--- src/rtl/core/bldc_open_loop_ramp_commutator_core_defines.svh ---
// Assertion macros shared by the commutator RTL
`ifndef BLDC_OPEN_LOOP_RAMP_COMMUTATOR_CORE_DEFINES_SVH
`define BLDC_OPEN_LOOP_RAMP_COMMUTATOR_CORE_DEFINES_SVH

// Same-cycle implication, disabled in reset
`define BOLRC_ASSERT_NOW(lbl, ante, cons, msg) \
    lbl: assert property (@(posedge i_clk) disable iff (!i_rst_n) (ante) |-> (cons)) \
        else $error(msg);

// Next-cycle implication, disabled in reset
`define BOLRC_ASSERT_NXT(lbl, ante, cons, msg) \
    lbl: assert property (@(posedge i_clk) disable iff (!i_rst_n) (ante) |=> (cons)) \
        else $error(msg);

`endif

--- src/rtl/core/bolrc_pkg.sv ---
// Types, constants and codes of the open-loop ramp commutator
package bolrc_pkg;

    localparam int ALARM_W = 64;
    localparam int DRIVE_W = 3;
    localparam int FREQ_W  = 30;
    localparam int RES_W   = 21;
    localparam int TGT_W   = 10;
    localparam int STEP_W  = 7;
    localparam int CFG_W   = 21;
    localparam int IDX_W   = 2;
    localparam int DIV_W   = 32;
    localparam int CNT_W   = $clog2(DIV_W);
    localparam int TNS_W   = 30;

    localparam logic [IDX_W-1:0] CFG_RESOLUTION = 2'd0;
    localparam logic [IDX_W-1:0] CFG_HIGH_TGT   = 2'd1;
    localparam logic [IDX_W-1:0] CFG_LOW_TGT    = 2'd2;
    localparam logic [IDX_W-1:0] CFG_STEP       = 2'd3;

    localparam logic [RES_W-1:0]  RES_RST   = 21'd1000000;
    localparam logic [TGT_W-1:0]  HIGH_RST  = 10'd400;
    localparam logic [TGT_W-1:0]  LOW_RST   = 10'd20;
    localparam logic [STEP_W-1:0] STEP_RST  = 7'd8;
    localparam logic [DIV_W-1:0]  IV_RST    = 32'd1000000000;

    localparam logic [DIV_W-1:0] NS_PER_S   = 32'd1000000000;
    localparam logic [DIV_W-1:0] NS_PER_US  = 32'd1000;
    localparam logic [DIV_W-1:0] MS_SCALE   = 32'd1000;
    localparam logic [DIV_W-1:0] PCT_DIV    = 32'd100;
    localparam logic [DIV_W-1:0] PCT_KEEP   = 32'd95;
    localparam logic [DIV_W-1:0] SLOW_HZ    = 32'd10;
    localparam logic [1:0]       PHASE_LAST = 2'd2;

    // reciprocals: x / 100 and x / 1000 exact for any 32-bit x
    localparam logic [DIV_W-1:0] RCP_100     = 32'h51EB_851F;
    localparam int               RCP_100_SH  = 37;
    localparam logic [DIV_W-1:0] RCP_1000    = 32'h1062_4DD3;
    localparam int               RCP_1000_SH = 38;

    typedef struct packed {
        logic [RES_W-1:0]  tick_rate_hz;
        logic [TGT_W-1:0]  high_target_hz;
        logic [TGT_W-1:0]  low_target_hz;
        logic [STEP_W-1:0] accel_step;
    } t_cfg;

    typedef struct packed {
        logic             start;
        logic [DIV_W-1:0] dividend;
        logic [DIV_W-1:0] divisor;
    } t_div_req;

    typedef struct packed {
        logic             busy;
        logic             done;
        logic [DIV_W-1:0] quotient;
    } t_div_rsp;

    typedef enum logic [3:0] {
        S_IDLE,
        S_FREQ,
        S_FREQ_W,
        S_SLOW,
        S_SLOW_W,
        S_TGT,
        S_TGT_W,
        S_STEP,
        S_STEP_W,
        S_OUT,
        S_OUT_W,
        S_PUSH
    } t_state;

endpackage

--- src/rtl/core/bolrc_if.sv ---
// Valid/ready channel interfaces for alarm items and commutation results
interface bolrc_in_if;
    logic                          valid;
    logic                          ready;
    logic [bolrc_pkg::ALARM_W-1:0] alarm_tick;

    modport source (output valid, output alarm_tick, input ready);
    modport sink   (input valid, input alarm_tick, output ready);
endinterface

interface bolrc_out_if;
    logic                          valid;
    logic                          ready;
    logic [bolrc_pkg::ALARM_W-1:0] next_alarm;
    logic [bolrc_pkg::DRIVE_W-1:0] phase_drive;
    logic [bolrc_pkg::FREQ_W-1:0]  switch_freq_hz;

    modport source (output valid, output next_alarm, output phase_drive,
                    output switch_freq_hz, input ready);
    modport sink   (input valid, input next_alarm, input phase_drive,
                    input switch_freq_hz, output ready);
endinterface

--- src/rtl/core/bolrc_div.sv ---
// Shared radix-2 restoring divider, one quotient bit per cycle
module bolrc_div (
    input  logic                i_clk,
    input  logic                i_rst_n,
    input  bolrc_pkg::t_div_req i_req,
    output bolrc_pkg::t_div_rsp o_rsp
);

    logic                             r_busy;
    logic                             r_done;
    logic [bolrc_pkg::CNT_W-1:0]      r_cnt;
    logic [bolrc_pkg::DIV_W-1:0]      r_rem;
    logic [bolrc_pkg::DIV_W-1:0]      r_quo;
    logic [bolrc_pkg::DIV_W-1:0]      r_dvs;
    logic [bolrc_pkg::DIV_W:0]        rem_sh;
    logic [bolrc_pkg::DIV_W:0]        trial;

    assign rem_sh = {r_rem, r_quo[bolrc_pkg::DIV_W-1]};
    assign trial  = rem_sh - {1'b0, r_dvs};

    always_ff @(posedge i_clk) begin
        if (!i_rst_n) begin
            r_busy <= 1'b0;
            r_done <= 1'b0;
            r_cnt  <= '0;
        end else begin
            r_done <= 1'b0;
            if (i_req.start) begin
                r_busy <= 1'b1;
                r_cnt  <= '0;
            end else if (r_busy) begin
                r_cnt <= r_cnt + 1'b1;
                if (r_cnt == bolrc_pkg::CNT_W'(bolrc_pkg::DIV_W - 1)) begin
                    r_busy <= 1'b0;
                    r_done <= 1'b1;
                end
            end
        end
    end

    always_ff @(posedge i_clk) begin
        if (i_req.start) begin
            r_rem <= '0;
            r_quo <= i_req.dividend;
            r_dvs <= i_req.divisor;
        end else if (r_busy) begin
            if (!trial[bolrc_pkg::DIV_W]) begin
                r_rem <= trial[bolrc_pkg::DIV_W-1:0];
                r_quo <= {r_quo[bolrc_pkg::DIV_W-2:0], 1'b1};
            end else begin
                r_rem <= rem_sh[bolrc_pkg::DIV_W-1:0];
                r_quo <= {r_quo[bolrc_pkg::DIV_W-2:0], 1'b0};
            end
        end
    end

    assign o_rsp.busy     = r_busy;
    assign o_rsp.done     = r_done;
    assign o_rsp.quotient = r_quo;

endmodule

--- src/rtl/core/bolrc_seq.sv ---
// Sequencer, ramp state and datapath around the shared divider
`include "bldc_open_loop_ramp_commutator_core_defines.svh"

module bolrc_seq (
    input  logic                i_clk,
    input  logic                i_rst_n,
    input  bolrc_pkg::t_cfg     i_cfg,
    bolrc_in_if.sink            i_item,
    bolrc_out_if.source         o_result
);

    bolrc_pkg::t_state r_state, n_state;
    bolrc_pkg::t_div_req div_req;
    bolrc_pkg::t_div_rsp div_rsp;

    logic [bolrc_pkg::DIV_W-1:0]   r_iv, n_iv;
    logic                          r_up, n_up;
    logic [bolrc_pkg::TGT_W-1:0]   r_rtgt, n_rtgt;
    logic [1:0]                    r_phase, n_phase;
    logic                          r_ov, n_ov;

    logic [bolrc_pkg::ALARM_W-1:0] r_alarm, n_alarm;
    logic [bolrc_pkg::DIV_W-1:0]   r_freq, n_freq;
    logic [bolrc_pkg::DIV_W-1:0]   r_cur, n_cur;
    logic [bolrc_pkg::TNS_W-1:0]   r_tgt_ns, n_tgt_ns;
    logic                          r_neg, n_neg;
    logic [bolrc_pkg::ALARM_W-1:0] r_next, n_next;
    logic [2*bolrc_pkg::DIV_W-1:0] r_prod, n_prod;
    logic [bolrc_pkg::ALARM_W-1:0] r_o_next, n_o_next;
    logic [bolrc_pkg::DRIVE_W-1:0] r_o_drive, n_o_drive;
    logic [bolrc_pkg::FREQ_W-1:0]  r_o_freq, n_o_freq;

    logic [bolrc_pkg::DIV_W-1:0]   res_ns;
    logic                          up_a;
    logic [bolrc_pkg::TGT_W-1:0]   tgt_a;
    logic [bolrc_pkg::DIV_W:0]     den_w;
    logic [bolrc_pkg::DIV_W-1:0]   den_div;
    logic [bolrc_pkg::DIV_W:0]     diff;
    logic [bolrc_pkg::DIV_W:0]     diff_abs;
    logic [bolrc_pkg::DIV_W-1:0]   fdiv;
    logic [1:0]                    idx;
    logic [bolrc_pkg::DIV_W-1:0]   rcp_k;
    logic [2*bolrc_pkg::DIV_W-1:0] prod;
    logic                          in_acc;
    logic                          push_go;
    logic                          div_wait;

    bolrc_div u_div (
        .i_clk   (i_clk),
        .i_rst_n (i_rst_n),
        .i_req   (div_req),
        .o_rsp   (div_rsp)
    );

    assign res_ns = bolrc_pkg::DIV_W'(i_cfg.tick_rate_hz) * bolrc_pkg::MS_SCALE;

    // shared reciprocal multiply for the /100 and /1000 scalings
    assign rcp_k = (r_state == bolrc_pkg::S_OUT) ? bolrc_pkg::RCP_1000 : bolrc_pkg::RCP_100;
    assign prod  = (2*bolrc_pkg::DIV_W)'(r_iv) * (2*bolrc_pkg::DIV_W)'(rcp_k);

    always_comb begin
        up_a  = r_up;
        tgt_a = r_rtgt;
        if (r_up && r_freq >= bolrc_pkg::DIV_W'(r_rtgt)) begin
            tgt_a = i_cfg.low_target_hz;
            up_a  = 1'b0;
        end
        if (!up_a && r_freq <= bolrc_pkg::DIV_W'(tgt_a)) begin
            tgt_a = i_cfg.high_target_hz;
            up_a  = 1'b1;
        end
    end

    always_comb begin
        if (r_up) begin
            den_w = {1'b0, r_freq} + (bolrc_pkg::DIV_W + 1)'(i_cfg.accel_step);
        end else begin
            den_w = {1'b0, r_freq} - (bolrc_pkg::DIV_W + 1)'(i_cfg.accel_step);
        end
        if (den_w[bolrc_pkg::DIV_W] || den_w == '0) begin
            den_div = bolrc_pkg::DIV_W'(1);
        end else begin
            den_div = den_w[bolrc_pkg::DIV_W-1:0];
        end
        diff     = {3'b000, r_tgt_ns} - {1'b0, r_cur};
        diff_abs = diff[bolrc_pkg::DIV_W] ? (~diff + 1'b1) : diff;
        fdiv     = (r_freq == '0) ? bolrc_pkg::DIV_W'(1) : r_freq;
        idx      = (r_phase == 2'd3) ? 2'd0 : r_phase;
    end

    always_comb begin
        n_state          = r_state;
        n_iv             = r_iv;
        n_up             = r_up;
        n_rtgt           = r_rtgt;
        n_phase          = r_phase;
        n_ov             = r_ov;
        n_alarm          = r_alarm;
        n_freq           = r_freq;
        n_cur            = r_cur;
        n_tgt_ns         = r_tgt_ns;
        n_neg            = r_neg;
        n_next           = r_next;
        n_prod           = r_prod;
        n_o_next         = r_o_next;
        n_o_drive        = r_o_drive;
        n_o_freq         = r_o_freq;
        div_req.start    = 1'b0;
        div_req.dividend = r_iv;
        div_req.divisor  = bolrc_pkg::DIV_W'(1);

        if (r_ov && o_result.ready) begin
            n_ov = 1'b0;
        end

        case (r_state)
            bolrc_pkg::S_IDLE: begin
                if (i_item.valid) begin
                    n_alarm = i_item.alarm_tick;
                    n_state = bolrc_pkg::S_FREQ;
                end
            end
            bolrc_pkg::S_FREQ: begin
                div_req.start    = 1'b1;
                div_req.dividend = res_ns;
                div_req.divisor  = (r_iv == '0) ? bolrc_pkg::DIV_W'(1) : r_iv;
                n_state          = bolrc_pkg::S_FREQ_W;
            end
            bolrc_pkg::S_FREQ_W: begin
                if (div_rsp.done) begin
                    n_freq  = div_rsp.quotient;
                    n_state = bolrc_pkg::S_SLOW;
                end
            end
            bolrc_pkg::S_SLOW: begin
                n_up   = up_a;
                n_rtgt = tgt_a;
                if (r_freq < bolrc_pkg::SLOW_HZ) begin
                    n_prod  = prod;
                    n_state = bolrc_pkg::S_SLOW_W;
                end else begin
                    n_cur   = r_iv;
                    n_state = bolrc_pkg::S_TGT;
                end
            end
            bolrc_pkg::S_SLOW_W: begin
                n_cur   = bolrc_pkg::DIV_W'(r_prod[2*bolrc_pkg::DIV_W-1:bolrc_pkg::RCP_100_SH])
                          * bolrc_pkg::PCT_KEEP;
                n_state = bolrc_pkg::S_TGT;
            end
            bolrc_pkg::S_TGT: begin
                div_req.start    = 1'b1;
                div_req.dividend = bolrc_pkg::NS_PER_S;
                div_req.divisor  = den_div;
                n_state          = bolrc_pkg::S_TGT_W;
            end
            bolrc_pkg::S_TGT_W: begin
                if (div_rsp.done) begin
                    n_tgt_ns = div_rsp.quotient[bolrc_pkg::TNS_W-1:0];
                    n_state  = bolrc_pkg::S_STEP;
                end
            end
            bolrc_pkg::S_STEP: begin
                n_neg            = diff[bolrc_pkg::DIV_W];
                div_req.start    = 1'b1;
                div_req.dividend = diff_abs[bolrc_pkg::DIV_W-1:0];
                div_req.divisor  = fdiv;
                n_state          = bolrc_pkg::S_STEP_W;
            end
            bolrc_pkg::S_STEP_W: begin
                if (div_rsp.done) begin
                    n_iv    = r_neg ? (r_cur - div_rsp.quotient)
                                    : (r_cur + div_rsp.quotient);
                    n_state = bolrc_pkg::S_OUT;
                end
            end
            bolrc_pkg::S_OUT: begin
                n_prod  = prod;
                n_state = bolrc_pkg::S_OUT_W;
            end
            bolrc_pkg::S_OUT_W: begin
                n_next  = r_alarm + bolrc_pkg::ALARM_W'(
                              r_prod[2*bolrc_pkg::DIV_W-1:bolrc_pkg::RCP_1000_SH]);
                n_state = bolrc_pkg::S_PUSH;
            end
            bolrc_pkg::S_PUSH: begin
                if (!r_ov || o_result.ready) begin
                    n_ov      = 1'b1;
                    n_o_next  = r_next;
                    n_o_drive = bolrc_pkg::DRIVE_W'(1) << idx;
                    n_o_freq  = (r_freq[bolrc_pkg::DIV_W-1:bolrc_pkg::FREQ_W] != '0)
                                ? '1 : r_freq[bolrc_pkg::FREQ_W-1:0];
                    n_phase   = (idx == bolrc_pkg::PHASE_LAST) ? 2'd0 : idx + 2'd1;
                    n_state   = bolrc_pkg::S_IDLE;
                end
            end
            default: begin
                n_state = bolrc_pkg::S_IDLE;
            end
        endcase
    end

    always_ff @(posedge i_clk) begin
        if (!i_rst_n) begin
            r_state <= bolrc_pkg::S_IDLE;
            r_iv    <= bolrc_pkg::IV_RST;
            r_up    <= 1'b1;
            r_rtgt  <= bolrc_pkg::HIGH_RST;
            r_phase <= 2'd0;
            r_ov    <= 1'b0;
        end else begin
            r_state <= n_state;
            r_iv    <= n_iv;
            r_up    <= n_up;
            r_rtgt  <= n_rtgt;
            r_phase <= n_phase;
            r_ov    <= n_ov;
        end
    end

    always_ff @(posedge i_clk) begin
        r_alarm   <= n_alarm;
        r_freq    <= n_freq;
        r_cur     <= n_cur;
        r_tgt_ns  <= n_tgt_ns;
        r_neg     <= n_neg;
        r_next    <= n_next;
        r_prod    <= n_prod;
        r_o_next  <= n_o_next;
        r_o_drive <= n_o_drive;
        r_o_freq  <= n_o_freq;
    end

    assign i_item.ready            = (r_state == bolrc_pkg::S_IDLE);
    assign o_result.valid          = r_ov;
    assign o_result.next_alarm     = r_o_next;
    assign o_result.phase_drive    = r_o_drive;
    assign o_result.switch_freq_hz = r_o_freq;

    assign in_acc   = i_item.valid && i_item.ready;
    assign push_go  = (r_state == bolrc_pkg::S_PUSH) && (n_state == bolrc_pkg::S_IDLE);
    assign div_wait = (r_state == bolrc_pkg::S_FREQ_W) || (r_state == bolrc_pkg::S_TGT_W) ||
                      (r_state == bolrc_pkg::S_STEP_W);

    `BOLRC_ASSERT_NOW(a_accept_div_idle, in_acc, !div_rsp.busy, "beat taken while divider busy")
    `BOLRC_ASSERT_NOW(a_drive_onehot, o_result.valid, $onehot(o_result.phase_drive), "bad drive")
    `BOLRC_ASSERT_NOW(a_done_in_wait, div_rsp.done, div_wait, "divider done outside wait state")
    `BOLRC_ASSERT_NXT(a_push_valid, push_go, o_result.valid, "result lost at push")

endmodule

--- src/rtl/core/bldc_open_loop_ramp_commutator_core.sv ---
// Top level: configuration registers and the commutation sequencer
//
//  channel    | dir | handshake       | payload
//  -----------+-----+-----------------+--------------------------------------------
//  i_item     | in  | valid / ready   | alarm_tick[63:0]
//  o_result   | out | valid / ready   | next_alarm[63:0], phase_drive[2:0],
//             |     |                 | switch_freq_hz[29:0]
//  i_cfg_*    | in  | write enable    | i_cfg_idx[1:0], i_cfg_data[20:0]
//
// One beat runs from accept to result through three divisions on the shared 32-bit
// divider, a reciprocal multiply for the /1000 scaling (and one for /100 below 10 Hz),
// and the push. The next beat is taken the cycle after the push.
// Synchronous active-low reset clears the ramp state and loads reset registers.
// A finished result waits in the output register; the next beat is taken meanwhile.
// A held result stalls the sequencer only when a second result is ready to push.
module bldc_open_loop_ramp_commutator_core (
    input  logic                          i_clk,
    input  logic                          i_rst_n,
    bolrc_in_if.sink                      i_item,
    bolrc_out_if.source                   o_result,
    input  logic                          i_cfg_we,
    input  logic [bolrc_pkg::IDX_W-1:0]   i_cfg_idx,
    input  logic [bolrc_pkg::CFG_W-1:0]   i_cfg_data
);

    bolrc_pkg::t_cfg r_cfg, n_cfg;

    always_comb begin
        n_cfg = r_cfg;
        if (i_cfg_we) begin
            case (i_cfg_idx)
                bolrc_pkg::CFG_RESOLUTION: n_cfg.tick_rate_hz   = i_cfg_data;
                bolrc_pkg::CFG_HIGH_TGT:   n_cfg.high_target_hz = i_cfg_data[bolrc_pkg::TGT_W-1:0];
                bolrc_pkg::CFG_LOW_TGT:    n_cfg.low_target_hz  = i_cfg_data[bolrc_pkg::TGT_W-1:0];
                bolrc_pkg::CFG_STEP:       n_cfg.accel_step     = i_cfg_data[bolrc_pkg::STEP_W-1:0];
                default: begin
                    n_cfg = r_cfg;
                end
            endcase
        end
    end

    always_ff @(posedge i_clk) begin
        if (!i_rst_n) begin
            r_cfg.tick_rate_hz   <= bolrc_pkg::RES_RST;
            r_cfg.high_target_hz <= bolrc_pkg::HIGH_RST;
            r_cfg.low_target_hz  <= bolrc_pkg::LOW_RST;
            r_cfg.accel_step     <= bolrc_pkg::STEP_RST;
        end else begin
            r_cfg <= n_cfg;
        end
    end

    bolrc_seq u_seq (
        .i_clk    (i_clk),
        .i_rst_n  (i_rst_n),
        .i_cfg    (r_cfg),
        .i_item   (i_item),
        .o_result (o_result)
    );

endmodule
--- src/flat_wrapper.sv ---
// flat-port wrapper written by rule: the top's interface ports become plain ports
module bldc_open_loop_ramp_commutator_core_flat 
  (i_clk, i_rst_n, i_cfg_we, i_cfg_idx, i_cfg_data, i_item_valid, i_item_alarm_tick, i_item_ready, o_result_valid, o_result_next_alarm, o_result_phase_drive, o_result_switch_freq_hz, o_result_ready);
  bolrc_in_if i_item_i ();
  bolrc_out_if o_result_i ();
  input  logic i_clk;
  input  logic i_rst_n;
  input  logic i_cfg_we;
  input  logic [bolrc_pkg::IDX_W-1:0] i_cfg_idx;
  input  logic [bolrc_pkg::CFG_W-1:0] i_cfg_data;
  input wire logic [$bits(i_item_i.valid)-1:0] i_item_valid;
  input wire logic [$bits(i_item_i.alarm_tick)-1:0] i_item_alarm_tick;
  output wire logic [$bits(i_item_i.ready)-1:0] i_item_ready;
  output wire logic [$bits(o_result_i.valid)-1:0] o_result_valid;
  output wire logic [$bits(o_result_i.next_alarm)-1:0] o_result_next_alarm;
  output wire logic [$bits(o_result_i.phase_drive)-1:0] o_result_phase_drive;
  output wire logic [$bits(o_result_i.switch_freq_hz)-1:0] o_result_switch_freq_hz;
  input wire logic [$bits(o_result_i.ready)-1:0] o_result_ready;
  assign i_item_i.valid = i_item_valid;
  assign i_item_i.alarm_tick = i_item_alarm_tick;
  assign i_item_ready = i_item_i.ready;
  assign o_result_valid = o_result_i.valid;
  assign o_result_next_alarm = o_result_i.next_alarm;
  assign o_result_phase_drive = o_result_i.phase_drive;
  assign o_result_switch_freq_hz = o_result_i.switch_freq_hz;
  assign o_result_i.ready = o_result_ready;
  bldc_open_loop_ramp_commutator_core u_core (.i_clk(i_clk), .i_rst_n(i_rst_n), .i_item(i_item_i), .o_result(o_result_i), .i_cfg_we(i_cfg_we), .i_cfg_idx(i_cfg_idx), .i_cfg_data(i_cfg_data));
endmodule
--- config.mk ---
export PLATFORM = sky130hd
export DESIGN_NAME = bldc_open_loop_ramp_commutator_core_flat
export DESIGN_NICKNAME = d
export VERILOG_FILES = /design/src/rtl/core/bolrc_pkg.sv /design/src/rtl/core/bolrc_if.sv /design/src/rtl/core/bolrc_div.sv /design/src/rtl/core/bolrc_seq.sv /design/src/rtl/core/bldc_open_loop_ramp_commutator_core.sv /design/src/flat_wrapper.sv
export VERILOG_INCLUDE_DIRS = /design/src /design/src/rtl/core
export SDC_FILE = /design/constraint.sdc
export NUM_CORES = 2
export LEC_CHECK = 0
export ABC_AREA = 0
export BUFFER_PORTS_ARGS = -buffer_cell sky130_fd_sc_hd__buf_4
export CAP_MARGIN = 25
export CELL_PAD_IN_SITES_DETAIL_PLACEMENT = 0
export CELL_PAD_IN_SITES_GLOBAL_PLACEMENT = 2
export CORE_MARGIN = 1.5
export CORE_UTILIZATION = 43
export CTS_CLUSTER_SIZE = 10
export DETAILED_ROUTE_END_ITERATION = 7
export PLACE_DENSITY = 0.86
export SYNTH_ARGS = -nofsm -noshare
export SYNTH_HDL_FRONTEND = slang
export SYNTH_SLANG_ARGS = --single-unit
--- constraint.sdc ---
create_clock -name i_clk -period 10.8 [get_ports i_clk]
set_clock_uncertainty 0.1 [all_clocks]
set_input_delay 1.08 -clock i_clk [delete_from_list [all_inputs] [get_ports i_clk]]
set_output_delay 1.08 -clock i_clk [all_outputs]
set_load 0.01 [all_outputs]
==> impl.org <==
** Setup path
- Slowest stage cell, crit path :: sky130_fd_sc_hd__nor2_4
- Critical path arrival :: 10020 ps
- Largest fanout on the critical path :: 30
- CP endpoint kind :: flip-flop
- Setup crit start kind :: flip-flop
- For the worst flop-to-flop path, the logic depth is 30.
- Critical path type :: flip-flop to flip-flop
- Delay contributed by the slowest stage of the critical path :: 680 ps
- The cell that appears most often on the critical path is sky130_fd_sc_hd__fa_1.
- Worst setup path startpoint :: u_core.u_seq.r_state[3]$_SDFFE_PN0P_
- In this run the critical register-to-register path is launched from u_core.u_seq.r_state[3]$_SDFFE_PN0P_.
- For the worst setup path, the data required time is 11120 ps.

** Min path
- The tightest min-delay check is of the flip-flop to flip-flop type.
- Startpoint of the worst hold path :: u_core.u_seq.r_next[44]$_DFFE_PP_
- Counting instances, the worst hold path has a depth of 0.

** CTS
- TritonCTS clock tree :: built
- TritonCTS buffer count :: 72
- In this run the deepest clock path goes through 3 buffers.
- Clock Root Buffer :: sky130_fd_sc_hd__clkbuf_16
- PostCTS Resize Cnt :: 0
- The H-tree was split into 3 levels.
- Clock Pin Slew Worst Setup and Hold Paths :: 60 ps
- For this design, the CTS-stage hold fixing added 0 buffers.
- Clock tree synthesis found a total of 547 sinks.
- In this run the post-CTS setup repair buffer count came out at 0.
- Clock network latency to the later pin of the worst-skew pair :: 710 ps

** Route
- Post-route DRC violation count :: 5
- After detailed routing, the wire length on met1 is 76900 um.
- After detailed routing, the met2 layer carries 79210 um of wire.
- Summing over every cut layer, the via total after detailed routing is 42051.
- Drt total wl :: 170000 um
- Number of violations reported at the end of detailed-routing iteration 0 :: 3231
- First-pass detailed-route iteration total :: 7
- In the final routed layout, each cell accounts on average for 22.07 um.
- Via-per-instance ratio :: 5.458
- In this run the remaining antenna-violating nets after routing total 0.
- Max layer used :: met5
- DR WL met3 :: 9768 um

** Global routing
- Global-route wire length before repair :: 262600 um
- Sum of overflow across all layers after global routing :: 0
- Via count of the first global-routing pass :: 43186
- Entering global routing, the biggest net connects 65 pins.
- Number of antenna violations at the first check in global routing :: 10
- Across every metal layer, demand over resource in global routing totals 0.2520.

** Floorplan
- The floorplan has 134 rows.
- Measured along the x axis, the die boundary spans 370.4 um.
- The core region is 0.1336 mm^2.
- Height of the chip :: 370.4 um
- Number of ports placed on the die boundary :: 191
- For this configuration, the core starts out at a cell density of 0.4344.
- The die covers 0.1372 mm^2.

** Status
- Run status :: finished with violations
- Failing checks :: design-rule violations

** Power
- Total power per unit cell area :: 146.5 mW/mm^2
- Worst vdd rail ir drop :: 0.0001178 V
- Static power due to leakage :: 29.72 nW

** STA
- The routed design could run at a clock period as short as 9697 ps.
- In the post-route analysis, the smallest setup slack over all paths is 1103 ps.
- At the pin with the least slew margin, the transition time is 1141 ps.
- Setup repair after global routing missed its margin :: false
- Fin. Hold Viols :: 0
- Smallest hold slack :: 304.1 ps
- Count of pins over their slew limit :: 0
- Top achievable clock speed :: 0.1031 GHz
- Setup violations remaining at the end of the flow were counted as 0.
- Slew margin rel. :: 0.2382
- Dividing the final minimum period by the clock period gives 0.8979.
- Adding up every negative setup slack in the final design gives 0 ps.

** Logic synthesis
- Sequential area share after synthesis :: 0.2594
- Synthesis produced a netlist whose cell count is 5677.
- Post-synthesis instance area :: 0.05804 mm^2
- In the synthesized netlist the dominant register cell turns out to be sky130_fd_sc_hd__edfxtp_1.
- Synth warn :: 0
- Fraction of registers with async set or reset after synthesis :: 0
- Number of enable-type register cells in the synthesized netlist :: 410
- In this run, synthesis produced a sequential element count of 547.
- After synthesis, the netlist uses 93 different library cells.
- Mean Syn Cell Area :: 10.22 um^2

** Layout
- Cell Count, Final, Fillers Out :: 7704
- Layout net count :: 7398
- The repair_antennas step left the layout with diodes totalling 0.
- Of the cells placed in the final design, the portion with a size suffix greater than 1 is 0.07648.
- Commonest cells after routing, fill and taps aside :: sky130_fd_sc_hd__inv_1 (922), sky130_fd_sc_hd__ha_1 (733), sky130_fd_sc_hd__fa_1 (680), sky130_fd_sc_hd__edfxtp_1 (410), sky130_fd_sc_hd__nand2_1 (358)
- From synthesis to final layout, the design area changed by 10.44%.
- Most common cell after layout, fill and taps aside :: sky130_fd_sc_hd__inv_1

** Placement
- Detailed placement finished with a half-perimeter wire length of 139000 um.
- Count of buffers from port buffering :: 190
- Post-Place Worst Slack :: 1201 ps
- Weighted congestion at the end of routability-driven global placement :: 0.9373
- Placed cell count :: 7583

** Flow run
- Max-cap violations :: 0
-- logic make-up (layout without fill, tap and decap cells) --
group	Yosys count	count (layout)	synth area share
AO/OA/AOI/OAI	1020	1020	0.1120
XOR/XNOR	363	363	0.05477
adder cells (fa/ha/maj)	1413	1413	0.3925
buffers and inverters	1077	1307	0.06978
flip-flops	547	547	0.2594
multiplexers	64	64	0.01138
other	2	31	0.0001294
AND/OR/NAND/NOR	1191	1191	0.1001
-- per-stage QoR --
stage	total power [W]	utilization	instance area, um^2
global placement	0.007083	0.4624	61790
finish	0.009393	0.4797	64100
floorplan	0.005913	-	58150
detailed placement	0.007090	0.4626	61820
global route	0.01003	0.4797	64100
CTS	0.009442	0.4793	64040
-- flip-flops by register name, indices dropped and copies added (netlist names), 32 cells and up --
signal and flops:
u_core.u_seq.u_div.r_dvs 32, u_core.u_seq.o_result.next_alarm 64, u_core.r_cfg 48, u_core.u_seq.r_next 64, u_core.u_seq.u_div.r_rem 32, u_core.u_seq.u_div.r_quo 32
u_core.u_seq.r_cur 32, u_core.u_seq.r_freq 32, u_core.u_seq.r_iv 32, u_core.u_seq.r_alarm 64
-- metal layers --
metal / vias up / GRT usage
li1: 19671 / -
met5: - / 0
met1: 21035 / 0.3560
met2: 1114 / 0.4081
met4: 8 / 0.06605
met3: 223 / 0.03112
-- worst max-delay path: cells and delay by family, from the launching register on --
family                   cells  cell delay, ps
XOR/XNOR                     2             320
AND/OR/NAND/NOR              6            1990
adder cells (fa/ha/maj)      8            3730
AO/OA/AOI/OAI                7            2070
flip-flops                   1             650
buffers and inverters        7             490
-- cells in the mapped netlist, drive strengths merged (28+ instances only) --
cell type    n  area (um^2)
inv        926         3476
ha         733         9171
fa         680        13610
edfxtp     410        12310
nand2      359         1348
a21oi      301         1510
nor2       281         1062
xnor2      268         2347
o21ai      238         1191
dfxtp      137         2743
clkbuf     132        496.7
a21o       129        968.4
nand3      107        540.5
xor2        95        832.1
and3        61        381.6
nor3        57        301.5
or3         53        336.6
mux2i       51        510.5
nor2b       51        321.6
nand2b      44        275.3
nand4       44        275.3
o21a        43        322.8
a22oi       40        300.3
nor4        37        246.5
o21bai      28        210.2
-- report_power, final --
part           switching [W]  internal [W]  total (W)  leakage (nW)
Sequential          0.000353       0.00264    0.00299          4.86
Clock               0.000963       0.00134    0.00231          1.09
Combinational        0.00238       0.00172    0.00410          23.8
Total                0.00370       0.00570    0.00939          29.7
-- final timing paths --
check / endpoint / slack [ps]
setup / recovery: u_core.u_seq.r_prod[62]$_DFFE_PP_ / 1100
hold / removal: u_core.u_seq.o_result.next_alarm[44]$_DFFE_PP_ / 300
setup reg to reg: u_core.u_seq.r_prod[62]$_DFFE_PP_ / 1100
hold reg to reg: u_core.u_seq.o_result.next_alarm[44]$_DFFE_PP_ / 300
-- cell type report --
type / instances / area, um^2
clock buffer: 97 / 1997
clock inverter: 20 / 222.7
fill: 12449 / 69520
inverter: 928 / 3483
multi-input combinational: 4082 / 39110
sequential: 547 / 15060
tap: 1768 / 2212
timing repair buffer: 262 / 2019
Power figures use the tool's default switching activity.
